`src/sv/gyro_rate_integrator_defines.svh`:
```
// Assertion macros shared by the gyro rate integrator modules
`ifndef GYRO_RATE_INTEGRATOR_DEFINES_SVH
`define GYRO_RATE_INTEGRATOR_DEFINES_SVH

// same-cycle implication, clocked on clk, off while rst is high
`define GRI_ASSERT(lbl, ante, cons) \
  lbl: assert property (@(posedge clk) disable iff (rst) (ante) |-> (cons)) \
    else $error("gyro rate integrator: assertion failed");

// next-cycle implication, clocked on clk, off while rst is high
`define GRI_ASSERT_NXT(lbl, ante, cons) \
  lbl: assert property (@(posedge clk) disable iff (rst) (ante) |=> (cons)) \
    else $error("gyro rate integrator: assertion failed");

`endif

```
`src/sv/gri_pkg.sv`:
```
// Types and constants of the gyro rate integrator
`default_nettype none
package gri_pkg;

  localparam int AXES      = 3;
  localparam int RAW_W     = 16;
  localparam int RATE_W    = 32;
  localparam int ANGLE_W   = 48;
  localparam int DVD_W     = 64;
  localparam int CNT_W     = $clog2(DVD_W + 1);
  localparam int CFG_IDX_W = 2;

  // 0.00875 deg/s per LSB in Q.20 is 229376 / 25
  localparam int RATE_NUM   = 229376;
  localparam int RATE_DEN   = 25;
  localparam int RATE_HALF  = RATE_DEN / 2;
  localparam int USEC       = 1000000;
  localparam int USEC_HALF  = USEC / 2;
  localparam int USEC_W     = 20;

  // register indexes
  localparam logic [CFG_IDX_W-1:0] REG_OFFSET_X = 2'd0;
  localparam logic [CFG_IDX_W-1:0] REG_OFFSET_Y = 2'd1;
  localparam logic [CFG_IDX_W-1:0] REG_OFFSET_Z = 2'd2;

  typedef logic signed [RAW_W-1:0]   raw_t;
  typedef logic signed [RATE_W-1:0]  rate_t;
  typedef logic signed [ANGLE_W-1:0] angle_t;

  // divider command: start pulse and number of quotient bits to develop
  typedef struct packed {
    logic             start;
    logic [CNT_W-1:0] nbits;
  } div_cmd_t;

endpackage
`default_nettype wire

```
`src/sv/gri_div.sv`:
```
// Bit-serial restoring divider, one quotient bit per cycle
`default_nettype none
`include "gyro_rate_integrator_defines.svh"
module gri_div
  import gri_pkg::*;
#(
  parameter int DIV_W = 20
) (
  input  wire logic             clk,
  input  wire logic             rst,
  input  wire div_cmd_t         cmd,
  input  wire logic [DVD_W-1:0] dividend,
  input  wire logic [DIV_W-1:0] divisor,
  output logic      [DVD_W-1:0] quotient,
  output logic                  done
);

  logic [DVD_W-1:0] dvd;
  logic [DVD_W-1:0] quo;
  logic [DIV_W-1:0] rem;
  logic [DIV_W-1:0] dsr;
  logic [CNT_W-1:0] cnt;
  logic [DIV_W:0]   trial;
  logic [DIV_W:0]   trial_sub;
  logic             fits;
  logic [DIV_W-1:0] rem_next;

  // one restoring step: bring down the next dividend bit, subtract if it fits
  always_comb begin
    trial     = {rem, dvd[DVD_W-1]};
    trial_sub = trial - {1'b0, dsr};
    fits      = (trial >= {1'b0, dsr});
    rem_next  = fits ? trial_sub[DIV_W-1:0] : trial[DIV_W-1:0];
  end

  // step counter and completion pulse
  always_ff @(posedge clk) begin
    if (rst) begin
      cnt  <= '0;
      done <= 1'b0;
    end else begin
      done <= 1'b0;
      if (cmd.start) begin
        cnt <= cmd.nbits;
      end else if (cnt != '0) begin
        cnt <= cnt - 1'b1;
        if (cnt == CNT_W'(1)) begin
          done <= 1'b1;
        end
      end
    end
  end

  // shift registers for dividend, partial remainder and quotient
  always_ff @(posedge clk) begin
    if (cmd.start) begin
      dvd <= dividend;
      dsr <= divisor;
      rem <= '0;
      quo <= '0;
    end else if (cnt != '0) begin
      dvd <= {dvd[DVD_W-2:0], 1'b0};
      rem <= rem_next;
      quo <= {quo[DVD_W-2:0], fits};
    end
  end

  assign quotient = quo;

  `GRI_ASSERT(a_start_when_idle, cmd.start, cnt == '0)
  `GRI_ASSERT_NXT(a_count_down, (cnt != '0) && !cmd.start, cnt == $past(cnt) - 1'b1)
  `GRI_ASSERT_NXT(a_done_after_last, cnt == CNT_W'(1), done)

endmodule
`default_nettype wire

```
`src/sv/gri_seq.sv`:
```
// Per-axis sequencer: scaling, integration and differentiation over the divider
`default_nettype none
`include "gyro_rate_integrator_defines.svh"
module gri_seq
  import gri_pkg::*;
#(
  parameter int  ELAPSED_BITS = 20,
  localparam int DIV_W        = (ELAPSED_BITS > USEC_W) ? ELAPSED_BITS : USEC_W
) (
  input  wire logic                    clk,
  input  wire logic                    rst,
  // input transaction
  input  wire logic                    in_valid,
  output logic                         in_ready,
  input  wire raw_t                    raw_x,
  input  wire raw_t                    raw_y,
  input  wire raw_t                    raw_z,
  input  wire logic [ELAPSED_BITS-1:0] elapsed_us,
  // offset registers
  input  wire rate_t                   offset [AXES],
  // divider
  output div_cmd_t                     div_cmd,
  output logic [DVD_W-1:0]             div_dividend,
  output logic [DIV_W-1:0]             div_divisor,
  input  wire logic [DVD_W-1:0]        div_quotient,
  input  wire logic                    div_done,
  // finished result
  output logic                         res_valid,
  input  wire logic                    res_ready,
  output rate_t                        res_rate [AXES],
  output angle_t                       res_angle [AXES],
  output angle_t                       res_accel [AXES],
  output logic                         res_invalid
);

  // quotient lengths: scaled rate, angle step, acceleration
  localparam int SC_BITS = 33;
  localparam int DL_BITS = RATE_W - 1 + ELAPSED_BITS;
  localparam int AC_BITS = 52;
  localparam int SAT_W   = AC_BITS + 1;
  localparam int AXIS_W  = 2;
  localparam logic [AXIS_W-1:0] AXIS_LAST = AXIS_W'(AXES - 1);

  localparam logic [3:0] S_IDLE    = 4'd0;
  localparam logic [3:0] S_SC_GO   = 4'd1;
  localparam logic [3:0] S_SC_WAIT = 4'd2;
  localparam logic [3:0] S_RATE    = 4'd3;
  localparam logic [3:0] S_MUL     = 4'd4;
  localparam logic [3:0] S_DL_GO   = 4'd5;
  localparam logic [3:0] S_DL_WAIT = 4'd6;
  localparam logic [3:0] S_ANGLE   = 4'd7;
  localparam logic [3:0] S_AC_GO   = 4'd8;
  localparam logic [3:0] S_AC_WAIT = 4'd9;
  localparam logic [3:0] S_ACCEL   = 4'd10;
  localparam logic [3:0] S_DONE    = 4'd11;

  function automatic rate_t sat_rate(input logic [RATE_W:0] v);
    rate_t r;
    if (v[RATE_W] != v[RATE_W-1]) begin
      r = v[RATE_W] ? {1'b1, {(RATE_W-1){1'b0}}} : {1'b0, {(RATE_W-1){1'b1}}};
    end else begin
      r = v[RATE_W-1:0];
    end
    return r;
  endfunction

  function automatic angle_t sat_angle(input logic [SAT_W-1:0] v);
    angle_t r;
    logic   in_range;
    in_range = (&v[SAT_W-1:ANGLE_W-1]) || !(|v[SAT_W-1:ANGLE_W-1]);
    if (!in_range) begin
      r = v[SAT_W-1] ? {1'b1, {(ANGLE_W-1){1'b0}}} : {1'b0, {(ANGLE_W-1){1'b1}}};
    end else begin
      r = v[ANGLE_W-1:0];
    end
    return r;
  endfunction

  logic [3:0]              state;
  logic [AXIS_W-1:0]       axis;
  raw_t                    raw_r [AXES];
  logic [ELAPSED_BITS-1:0] dt;
  rate_t                   prev [AXES];
  angle_t                  acc [AXES];
  angle_t                  accel [AXES];
  rate_t                   rate_cur;
  logic [DVD_W-1:0]        prod;
  logic                    neg;

  logic [RAW_W-1:0]             raw_sel;
  logic                         raw_neg;
  logic [RAW_W:0]               raw_mag;
  logic [SC_BITS:0]             scale_num;
  logic [RATE_W:0]              q_sc;
  logic [RATE_W:0]              scaled;
  logic [RATE_W-1:0]            offset_sel;
  logic [RATE_W:0]              rate_sum;
  logic [RATE_W-1:0]            rc;
  logic [RATE_W-1:0]            rate_mag;
  logic [RATE_W+ELAPSED_BITS-1:0] mul_rd;
  logic [DVD_W-1:0]             dl_sum;
  logic [ANGLE_W:0]             q_dl;
  logic [ANGLE_W:0]             delta;
  logic [ANGLE_W-1:0]           acc_sel;
  logic [ANGLE_W:0]             ang_sum;
  logic [RATE_W-1:0]            ps;
  logic [RATE_W:0]              diff;
  logic [RATE_W:0]              diff_neg;
  logic [RATE_W-1:0]            diff_mag;
  logic [AC_BITS-1:0]           mul_df;
  logic [DVD_W-1:0]             ac_sum;
  logic [AC_BITS:0]             q_ac;
  logic [AC_BITS:0]             accel_s;
  logic                         dt_zero;

  // rate scaling operands
  always_comb begin
    raw_sel   = raw_r[axis];
    raw_neg   = raw_sel[RAW_W-1];
    raw_mag   = raw_neg ? ((RAW_W+1)'(0) - {raw_sel[RAW_W-1], raw_sel}) : {1'b0, raw_sel};
    scale_num = (SC_BITS+1)'(raw_mag) * (SC_BITS+1)'(RATE_NUM) + (SC_BITS+1)'(RATE_HALF);
    q_sc      = div_quotient[RATE_W:0];
    scaled    = neg ? ((RATE_W+1)'(0) - q_sc) : q_sc;
    offset_sel = offset[axis];
    rate_sum  = scaled + {offset_sel[RATE_W-1], offset_sel};
  end

  // angle step operands
  always_comb begin
    rc       = rate_cur;
    rate_mag = rc[RATE_W-1] ? (RATE_W'(0) - rc) : rc;
    mul_rd   = (RATE_W+ELAPSED_BITS)'(rate_mag) * (RATE_W+ELAPSED_BITS)'(dt);
    dl_sum   = prod + DVD_W'(USEC_HALF);
    q_dl     = div_quotient[ANGLE_W:0];
    delta    = neg ? ((ANGLE_W+1)'(0) - q_dl) : q_dl;
    acc_sel  = acc[axis];
    ang_sum  = {acc_sel[ANGLE_W-1], acc_sel} + delta;
  end

  // acceleration operands
  always_comb begin
    ps       = prev[axis];
    diff     = {rc[RATE_W-1], rc} - {ps[RATE_W-1], ps};
    diff_neg = (RATE_W+1)'(0) - diff;
    diff_mag = diff[RATE_W] ? diff_neg[RATE_W-1:0] : diff[RATE_W-1:0];
    mul_df   = AC_BITS'(diff_mag) * AC_BITS'(USEC);
    ac_sum   = prod + DVD_W'(dt >> 1);
    q_ac     = div_quotient[AC_BITS:0];
    accel_s  = neg ? ((AC_BITS+1)'(0) - q_ac) : q_ac;
    dt_zero  = (dt == '0);
  end

  // divider command, dividend left-aligned to the quotient length
  always_comb begin
    unique case (state)
      S_SC_GO: begin
        div_cmd.start = 1'b1;
        div_cmd.nbits = CNT_W'(SC_BITS);
        div_dividend  = {scale_num[SC_BITS-1:0], {(DVD_W-SC_BITS){1'b0}}};
        div_divisor   = DIV_W'(RATE_DEN);
      end
      S_DL_GO: begin
        div_cmd.start = 1'b1;
        div_cmd.nbits = CNT_W'(DL_BITS);
        div_dividend  = {dl_sum[DL_BITS-1:0], {(DVD_W-DL_BITS){1'b0}}};
        div_divisor   = DIV_W'(USEC);
      end
      S_AC_GO: begin
        div_cmd.start = 1'b1;
        div_cmd.nbits = CNT_W'(AC_BITS);
        div_dividend  = {ac_sum[AC_BITS-1:0], {(DVD_W-AC_BITS){1'b0}}};
        div_divisor   = DIV_W'(dt);
      end
      default: begin
        div_cmd.start = 1'b0;
        div_cmd.nbits = '0;
        div_dividend  = '0;
        div_divisor   = '0;
      end
    endcase
  end

  // control and state
  always_ff @(posedge clk) begin
    if (rst) begin
      state <= S_IDLE;
      axis  <= '0;
      for (int i = 0; i < AXES; i++) begin
        prev[i] <= '0;
        acc[i]  <= '0;
      end
    end else begin
      unique case (state)
        S_IDLE: begin
          if (in_valid) begin
            axis  <= '0;
            state <= S_SC_GO;
          end
        end
        S_SC_GO:   state <= S_SC_WAIT;
        S_SC_WAIT: if (div_done) state <= S_RATE;
        S_RATE:    state <= S_MUL;
        S_MUL:     state <= S_DL_GO;
        S_DL_GO:   state <= S_DL_WAIT;
        S_DL_WAIT: if (div_done) state <= S_ANGLE;
        S_ANGLE: begin
          acc[axis] <= sat_angle({{(SAT_W-ANGLE_W-1){ang_sum[ANGLE_W]}}, ang_sum});
          state     <= dt_zero ? S_ACCEL : S_AC_GO;
        end
        S_AC_GO:   state <= S_AC_WAIT;
        S_AC_WAIT: if (div_done) state <= S_ACCEL;
        S_ACCEL: begin
          prev[axis] <= rate_cur;
          if (axis == AXIS_LAST) begin
            axis  <= '0;
            state <= S_DONE;
          end else begin
            axis  <= axis + 1'b1;
            state <= S_SC_GO;
          end
        end
        S_DONE:    if (res_ready) state <= S_IDLE;
        default:   state <= S_IDLE;
      endcase
    end
  end

  // working payload
  always_ff @(posedge clk) begin
    case (state)
      S_IDLE: begin
        raw_r[0] <= raw_x;
        raw_r[1] <= raw_y;
        raw_r[2] <= raw_z;
        dt       <= elapsed_us;
      end
      S_SC_GO: neg <= raw_neg;
      S_RATE:  rate_cur <= sat_rate(rate_sum);
      S_MUL: begin
        prod <= DVD_W'(mul_rd);
        neg  <= rc[RATE_W-1];
      end
      S_ANGLE: begin
        prod <= DVD_W'(mul_df);
        neg  <= diff[RATE_W];
      end
      S_ACCEL: accel[axis] <= dt_zero ? '0 : sat_angle(accel_s);
      default: ;
    endcase
  end

  assign in_ready    = (state == S_IDLE);
  assign res_valid   = (state == S_DONE);
  assign res_rate    = prev;
  assign res_angle   = acc;
  assign res_accel   = accel;
  assign res_invalid = dt_zero;

  `GRI_ASSERT(a_done_in_wait, div_done,
              (state == S_SC_WAIT) || (state == S_DL_WAIT) || (state == S_AC_WAIT))
  `GRI_ASSERT(a_axis_range, state != S_IDLE, axis <= AXIS_LAST)
  `GRI_ASSERT_NXT(a_accept_starts, in_valid && in_ready, (state == S_SC_GO) && (axis == '0))

endmodule
`default_nettype wire

```
`src/sv/gyro_rate_integrator.sv`:
```
// Gyro rate integrator: three-axis rate, angle and angular acceleration
// One transaction at a time: a new input is taken only when the sequencer is idle again
// after all three axes; the acceleration division is skipped when elapsed_us is zero.
// The single bit-serial divider sets the pace; it develops 33 + (31 + ELAPSED_BITS) + 52
// quotient bits per axis, or 33 + (31 + ELAPSED_BITS) when elapsed_us is zero.
// Reset (rst, synchronous): offsets, previous rates and angle accumulators clear to zero.
`default_nettype none
module gyro_rate_integrator
  import gri_pkg::*;
#(
  parameter int ELAPSED_BITS = 20
) (
  input  wire logic                    clk,
  input  wire logic                    rst,
  // configuration
  input  wire logic                    cfg_write,
  input  wire logic [CFG_IDX_W-1:0]    cfg_index,
  input  wire logic [RATE_W-1:0]       cfg_data,
  // input channel
  input  wire logic                    in_valid,
  output logic                         in_ready,
  input  wire raw_t                    raw_x,
  input  wire raw_t                    raw_y,
  input  wire raw_t                    raw_z,
  input  wire logic [ELAPSED_BITS-1:0] elapsed_us,
  // output channel
  output logic                         out_valid,
  input  wire logic                    out_ready,
  output rate_t                        rate_x,
  output rate_t                        rate_y,
  output rate_t                        rate_z,
  output angle_t                       angle_x,
  output angle_t                       angle_y,
  output angle_t                       angle_z,
  output angle_t                       accel_x,
  output angle_t                       accel_y,
  output angle_t                       accel_z,
  output logic                         accel_invalid
);

  localparam int DIV_W = (ELAPSED_BITS > USEC_W) ? ELAPSED_BITS : USEC_W;

  rate_t            offset [AXES];
  div_cmd_t         div_cmd;
  logic [DVD_W-1:0] div_dividend;
  logic [DIV_W-1:0] div_divisor;
  logic [DVD_W-1:0] div_quotient;
  logic             div_done;
  logic             res_valid;
  logic             res_ready;
  rate_t            res_rate [AXES];
  angle_t           res_angle [AXES];
  angle_t           res_accel [AXES];
  logic             res_invalid;
  logic             load;

  // offset registers
  always_ff @(posedge clk) begin
    if (rst) begin
      for (int i = 0; i < AXES; i++) begin
        offset[i] <= '0;
      end
    end else if (cfg_write) begin
      unique case (cfg_index)
        REG_OFFSET_X: offset[0] <= cfg_data;
        REG_OFFSET_Y: offset[1] <= cfg_data;
        REG_OFFSET_Z: offset[2] <= cfg_data;
        default: ;
      endcase
    end
  end

  gri_seq #(
    .ELAPSED_BITS (ELAPSED_BITS)
  ) u_seq (
    .clk          (clk),
    .rst          (rst),
    .in_valid     (in_valid),
    .in_ready     (in_ready),
    .raw_x        (raw_x),
    .raw_y        (raw_y),
    .raw_z        (raw_z),
    .elapsed_us   (elapsed_us),
    .offset       (offset),
    .div_cmd      (div_cmd),
    .div_dividend (div_dividend),
    .div_divisor  (div_divisor),
    .div_quotient (div_quotient),
    .div_done     (div_done),
    .res_valid    (res_valid),
    .res_ready    (res_ready),
    .res_rate     (res_rate),
    .res_angle    (res_angle),
    .res_accel    (res_accel),
    .res_invalid  (res_invalid)
  );

  gri_div #(
    .DIV_W (DIV_W)
  ) u_div (
    .clk      (clk),
    .rst      (rst),
    .cmd      (div_cmd),
    .dividend (div_dividend),
    .divisor  (div_divisor),
    .quotient (div_quotient),
    .done     (div_done)
  );

  // output register, frees the sequencer while a result waits
  assign res_ready = !out_valid || out_ready;
  assign load      = res_valid && res_ready;

  always_ff @(posedge clk) begin
    if (rst) begin
      out_valid <= 1'b0;
    end else if (load) begin
      out_valid <= 1'b1;
    end else if (out_ready) begin
      out_valid <= 1'b0;
    end
  end

  always_ff @(posedge clk) begin
    if (load) begin
      rate_x        <= res_rate[0];
      rate_y        <= res_rate[1];
      rate_z        <= res_rate[2];
      angle_x       <= res_angle[0];
      angle_y       <= res_angle[1];
      angle_z       <= res_angle[2];
      accel_x       <= res_accel[0];
      accel_y       <= res_accel[1];
      accel_z       <= res_accel[2];
      accel_invalid <= res_invalid;
    end
  end

endmodule
`default_nettype wire
```
`config.mk`:
```
export PLATFORM = sky130hd
export DESIGN_NAME = gyro_rate_integrator
export DESIGN_NICKNAME = d
export VERILOG_FILES = /design/src/sv/gri_pkg.sv /design/src/sv/gri_div.sv /design/src/sv/gri_seq.sv /design/src/sv/gyro_rate_integrator.sv
export VERILOG_INCLUDE_DIRS = /design/src /design/src/sv
export SDC_FILE = /design/constraint.sdc
export NUM_CORES = 2
export LEC_CHECK = 0
export BUFFER_PORTS_ARGS = -buffer_cell sky130_fd_sc_hd__buf_2
export CORE_MARGIN = 1
export CORE_UTILIZATION = 40
export DETAILED_ROUTE_END_ITERATION = 8
export PLACE_DENSITY = 0.54
export RECOVER_POWER = 50
export SYNTH_ARGS = -nofsm -noshare
export SYNTH_HDL_FRONTEND = slang
export SYNTH_SLANG_ARGS = --single-unit
```
`constraint.sdc`:
```
create_clock -name clk -period 67.7 [get_ports clk]
set_clock_uncertainty 0.2 [all_clocks]
set_input_delay 13.54 -clock clk [delete_from_list [all_inputs] [get_ports clk]]
set_output_delay 13.54 -clock clk [all_outputs]
set_load 0.02 [all_outputs]
```
# --- Word-level counts from Yosys, hierarchy flattened ---
# Memories as Yosys holds them, arrays and structs flattened. A register that Yosys moved wholly into a read port is not among the register bits.
# Cells that the tools add are included.
word_totals:
  wordCells: 167
  ram_bits: 48
  in_bits: 107
  regBits: 1142
  mem_count: 1
  output_inout_bits: 387
classes:
  reduce_logical: 27
  multipliers: 3
  n_addsub: 15
  n_lt_le_gt_ge: 3
  n_eq_ne: 21
  muxes: 60
  bitwise_logic: 2
mem_list:
  columns: ["memory", "depth", "width", "read_ports", "rd_ports_with_merged_regs", "write_ports", "line_no", "rtl"]
  rows:
  - ["u_seq.raw_r", 3, 16, 1, 1, 3, "gri_seq.sv:81", "raw_t raw_r [AXES];"]
ops:
  columns: ["operator", "n"]
  rows:
  - ["two-way mux 48 bit", 11]
  - ["bitwise mux 144 bit", 2]
  - ["two-way mux 32 bit", 9]
  - ["one-hot mux 64 bit (3 select lines)", 1]
  - ["binary-select mux 32 bit (select 2 bit)", 2]
  - ["two-way mux 64 bit", 2]
  - ["one-hot mux 52 bit (2 select lines)", 1]
  - ["binary-select mux 48 bit (select 2 bit)", 1]
  - ["bitwise mux 96 bit", 1]
  - ["demux 48 bit (select 2 bit)", 1]
  - ["demux 32 bit (select 2 bit)", 1]
  - ["subtractor 1 x 32 -> 32 bit, first input constant", 2]
  - ["one-hot mux 20 bit (3 select lines)", 1]
  - ["two-way mux 53 bit", 1]
  - ["subtractor 1 x 53 -> 53 bit, first input constant", 1]
  - ["adder 52 x 19 -> 52 bit", 1]
  - ["multiplier 32 x 20 -> 52 bit", 1]
  - ["adder 51 x 19 -> 51 bit, second input constant", 1]
  - ["adder 49 bit", 1]
  - ["two-way mux 49 bit", 1]
  - ["subtractor 1 x 49 -> 49 bit, first input constant", 1]
  - ["one-hot mux 4 bit (12 select lines)", 1]
  - ["multiplier 32 x 14 -> 46 bit, second input constant", 1]
  - ["adder 33 bit", 1]
  - ["48 further kinds", 85]

# --- Longest topological paths before layout ---
depth:
  word_depth: 12
  ltp_mapped: 44
  ltp_nobuf: 38

# --- Cells and area by module ---
# From an unflattened synthesis, not the netlist that was laid out.
unflattened:
  hier_cells: 8594
  area_unflattened_um2: 85514.5
modules_own_cells:
  columns: ["module", "n_inst", "seq_area_each_um2", "area_each_um2", "cells_each"]
  rows:
  - ["gri_seq", 1, 13883.3, 61936.9, 7081]
  - ["gyro_rate_integrator", 1, 13503.0, 15464.8, 739]
  - ["gri_div", 1, 4364.2, 8112.8, 774]

# --- Worst setup path after synthesis ---
# OpenSTA, ideal clock, no wires.
synth_path:
  path_type: "in2reg"
  from: "input out_ready"
  to: "register accel_invalid, enable pin"
  setup_ps: 1604
  cell_stages: 2
  required_time_ps: 65896
  arrival_ps: 39441
  setup_slack_ps: 26455
  cell_sequence: "nor2b_1 nor3_1"
synth_via:
  elab_chain_len: 2
synth_lines:
  columns: ["element", "line_no", "rtl"]
  rows:
  - ["start: declaration", "gyro_rate_integrator.sv:28", "input wire logic out_ready,"]
  - ["logical OR 1 bit", "gyro_rate_integrator.sv:111", "assign res_ready = !out_valid || out_ready;"]
  - ["logical AND 1 bit", "gyro_rate_integrator.sv:112", "assign load = res_valid && res_ready;"]
  - ["net load", "gyro_rate_integrator.sv:55", "logic load;"]
  - ["end signal: assignment", "gyro_rate_integrator.sv:135", "accel_invalid <= res_invalid;"]
  - ["end: declaration", "gyro_rate_integrator.sv:38", "output logic accel_invalid"]
# The timed path passes the listed nets, and every way through them passes these cells.
# A chain may end at the register's enable or synchronous reset.

# --- Final worst setup path ---
layout_path:
  from: "input out_ready"
  to: "register rate_z[24], enable pin"
layout_via:
  elab_chain_len: 2
layout_lines:
  columns: ["element", "line_no", "rtl"]
  rows:
  - ["logical OR 1 bit", "gyro_rate_integrator.sv:111", null]
  - ["logical AND 1 bit", "gyro_rate_integrator.sv:112", null]
  - ["net load", "gyro_rate_integrator.sv:55", null]
  - ["end signal: assignment", "gyro_rate_integrator.sv:128", "rate_z <= res_rate[2];"]
  - ["end: declaration", "gyro_rate_integrator.sv:31", "output rate_t rate_z,"]
# The timed path passes the listed nets, and every way through them passes these cells.

==> insert_results.sql <==
INSERT INTO impl_metrics (metric_group, metric, value, unit) VALUES
('status', 'run_status', 'complete, but fails checks', ''),
('status', 'failed_checks', 'capacitance limit, slew limit', ''),
('setup_path', 'cp-end-kind', 'register', ''),
('synth', 'portion_of_the_post_synthesis_area_used_by_sequential_elements', '37.5', '%'),
('finish', 'layout-drive-gt1-share', '10.1', '%'),
('synth', 'synth_cells', '8519', ''),
('setup_path', 'worstPathCellList', 'buf_2 > nor2b_1 > nor3_2 > buf_4 > buf_4 > buf_4 > buf_4 > buf_4', ''),
('setup_path', 'reg2reg_capture_point', 'u_seq.prod[48]$_DFFE_PN_', ''),
('synth', 'postSynthAreaPerCell', '9.75', 'µm²'),
('synth', 'synthTopCellsByArea', 'sky130_fd_sc_hd__edfxtp_1, sky130_fd_sc_hd__fa_1, sky130_fd_sc_hd__dfxtp_1, sky130_fd_sc_hd__ha_1, sky130_fd_sc_hd__nand2_1', ''),
('setup_path', 'sort_of_element_at_the_start_of_the_critical_path', 'input pin', ''),
('finish', 'nFillCells', '19600', ''),
('routing', 'drt-vias-per-instance', '5.36', ''),
('clock_tree', 'cts_setup_buffers', '0', ''),
('global_route', 'globalRouteOverflowTotal', '0', ''),
('routing', 'post-route-drc-count', '0', ''),
('synth', 'yosys.cell_types.count', '92', ''),
('clock_tree', 'h-tree-depth', '4', ''),
('clock_tree', 'tritoncts', 'yes', ''),
('worst_hold_path', 'holdPathEnd', 'accel_z[14]$_DFFE_PP_', ''),
('setup_path', 'worstSetupPathType', 'in2reg', ''),
('worst_hold_path', 'hp-class', 'reg2reg', ''),
('sta', 'final.setup.tns', '0', 'ps'),
('global_route', 'grt_max_degree', '92', ''),
('floorplan', 'chipHeight', '458', 'µm'),
('sta', 'max_slew_vio_count', '1093', ''),
('sta', 'max_slew.worst_pin.slew', '3870', 'ps'),
('global_route', 'grt_first_pass_wirelength', '384', 'mm'),
('floorplan', 'floorplan.die.width', '458', 'µm'),
('floorplan', 'core-area', '206000', 'µm²'),
('synth', 'synth-adder-area-share', '23.9', '%'),
('synth', 'ys_dominant_reg_cell', 'sky130_fd_sc_hd__edfxtp_1', ''),
('setup_path', 'worst_endpoint_data_arrival_time', '17880', 'ps'),
('sta', 'worst_slew_margin_rel', '-158', '%'),
('synth', 'synth_compound_area_share', '12.2', '%'),
('synth', 'synth_commonest_cells', 'sky130_fd_sc_hd__nand2_1, sky130_fd_sc_hd__inv_1, sky130_fd_sc_hd__edfxtp_1, sky130_fd_sc_hd__fa_1, sky130_fd_sc_hd__a21oi_1', ''),
('synth', 'synth_enable_flop_cells', '754', ''),
('clock_tree', 'clock_transition_at_the_registers_of_the_reported_paths', '60', 'ps'),
('worst_hold_path', 'number_of_cells_traversed_by_the_worst_hold_path', '0', ''),
('clock_tree', 'tritoncts.num_buffers', '132', ''),
('global_route', 'via_count_of_the_first_global_routing_pass', '62900', ''),
('synth', 'post_synth_mux_area_share', '1.65', '%'),
('placement', 'dp_hpwl', '187', 'mm'),
('clock_tree', 'clock_latency', '820', 'ps'),
('setup_path', 'critical_path_required', '67930', 'ps'),
('setup_path', 'timing.reg2reg.worst_path_depth', '35', ''),
('placement', 'place_congestion', '0.906', ''),
('finish', 'multi_input_comb_area', '47000', 'µm²'),
('finish', 'design.final.nets', '10100', ''),
('sta', 'setup_viol_count_final', '0', ''),
('placement', 'dp_slack', '49180', 'ps'),
('setup_path', 'cpMostUsedCell', 'sky130_fd_sc_hd__buf_4', ''),
('clock_tree', 'post_cts_resize_count', '0', ''),
('sta', 'grt_setup_unrepaired', 'false', ''),
('floorplan', 'design.portCount', '494', ''),
('synth', 'yosys.area.top_type_share', '27.2', '%'),
('synth', 'dominant_combinational_cell_family_by_area_after_synthesis', 'adder cells', ''),
('synth', 'async_flop_share', '0', '%'),
('global_route', 'grt_util_all_layers', '23.9', '%'),
('routing', 'first_pass_iters', '8', ''),
('synth', 'synth.yosys.warnings', '0', ''),
('setup_path', 'crit_slowest_cell', 'sky130_fd_sc_hd__buf_4', ''),
('flow_run', 'cap_violations', '26', ''),
('floorplan', 'rows', '166', ''),
('sta', 'timing_hold_violations_final', '0', ''),
('setup_path', 'cpPeakStageDelay', '880', 'ps'),
('clock_tree', 'clock_tree.buffer_depth', '3', ''),
('sta', 'max_freq', '0.0567', 'GHz'),
('routing', 'final_antenna_net_count', '0', ''),
('finish', 'total_area_of_sequential_cells', '31200', 'µm²'),
('clock_tree', 'cts_root_buffer', 'sky130_fd_sc_hd__clkbuf_16', '');
[critical path, delay by kind of cell]
kind / cells / cell delay [ps]
and+or+nand+nor: 2 / 320
buffers and inverters: 6 / 3720
[cell families (layout without fill, tap and decap cells)]
family / count (synthesis) / after routing
and+or+nand+nor: 2514 / 2514
AOI/OAI and AO/OA: 1649 / 1649
buffers and inverters: 1386 / 1820
adders and majority gates: 1190 / 1190
DFF: 1180 / 1180
xor gates and xnor gates: 461 / 461
muxes: 137 / 137
other: 2 / 5
[area by class of cell]
type | count | share of cell area (%)
timing repair buffer | 638 | 3.74
multi-input combinational | 5953 | 50.5
clock inverter | 77 | 1.03
tap | 2688 | 3.62
antenna | 3 | 0.00807
clock buffer | 164 | 3.77
sequential | 1180 | 33.5
inverter | 941 | 3.80
[flip-flops by register name (all words and copies together), names as in the netlist, 52 cells and up, named ones only]
register / cells
u_div.quotient: 53
u_div.dvd: 52
u_seq.prod: 52
u_seq.res_accel: 144
u_seq.res_rate: 96
offset: 96
u_seq.res_angle: 144
[stage by stage]
stage                     instance area [µm²]  instances  hold slack [ps]  util (%)
after floorplan                         83100       8519              200         -
after global placement                  88700      11400              200      43.1
after detailed placement                88700      11400              205      43.1
after CTS                               93200      11600              214      45.3
after global routing                    93000      11600              215      45.2
final                                   93000      11600              213      45.2
[routing by layer]
metal / wire length (µm) / GRT usage (%)
met1: 108000 / 31.3
met5: 12 / 0
met4: 7940 / 7.55
met2: 122000 / 40.9
met3: 11500 / 2.87
[cells in the final DEF (no fill, tap or decap), types with 30 or more instances in the layout]
master,synthesis,layout
sky130_fd_sc_hd__nand2_1,1428,1427
sky130_fd_sc_hd__inv_1,935,934
sky130_fd_sc_hd__edfxtp_1,754,754
sky130_fd_sc_hd__fa_1,672,672
sky130_fd_sc_hd__a21oi_1,630,630
sky130_fd_sc_hd__buf_2,9,492
sky130_fd_sc_hd__ha_1,488,488
sky130_fd_sc_hd__dfxtp_1,426,425
sky130_fd_sc_hd__nor2_1,352,346
sky130_fd_sc_hd__o21ai_0,256,255
sky130_fd_sc_hd__xnor2_1,278,250
sky130_fd_sc_hd__and2_1,241,230
sky130_fd_sc_hd__xor2_1,181,182
sky130_fd_sc_hd__a21o_1,151,151
sky130_fd_sc_hd__mux2i_1,136,136
sky130_fd_sc_hd__clkbuf_16,0,133
sky130_fd_sc_hd__buf_4,0,121
sky130_fd_sc_hd__o21ai_1,94,94
sky130_fd_sc_hd__nor3_1,84,82
sky130_fd_sc_hd__nand3_1,80,80
sky130_fd_sc_hd__o22ai_1,64,64
sky130_fd_sc_hd__nand4_1,49,49
sky130_fd_sc_hd__clkbuf_1,391,49
sky130_fd_sc_hd__o21a_1,46,46
sky130_fd_sc_hd__and3_1,45,44
sky130_fd_sc_hd__nor2b_1,41,41
sky130_fd_sc_hd__a211oi_1,41,41
sky130_fd_sc_hd__o21bai_1,41,41
sky130_fd_sc_hd__nand2b_1,40,40
sky130_fd_sc_hd__o31ai_1,37,37
sky130_fd_sc_hd__a31oi_1,33,33
sky130_fd_sc_hd__o22a_1,31,31
sky130_fd_sc_hd__maj3_1,30,30
[worst max path at each step]
stage              start                 endpoint  cells past startpoint
2_1_floorplan  out_ready  accel_invalid$_DFFE_PP_                      2
6_report       out_ready     rate_z[24]$_DFFE_PP_                      8
5_1_grt        out_ready     rate_z[24]$_DFFE_PP_                      8
3_3_place_gp   out_ready     rate_x[24]$_DFFE_PP_                      8
4_1_cts        out_ready     rate_z[24]$_DFFE_PP_                      8
3_5_place_dp   out_ready     rate_x[24]$_DFFE_PP_                      8
Power is not shown: default switching activity piles up to over one toggle a cycle in this logic, so the estimate is an artifact.
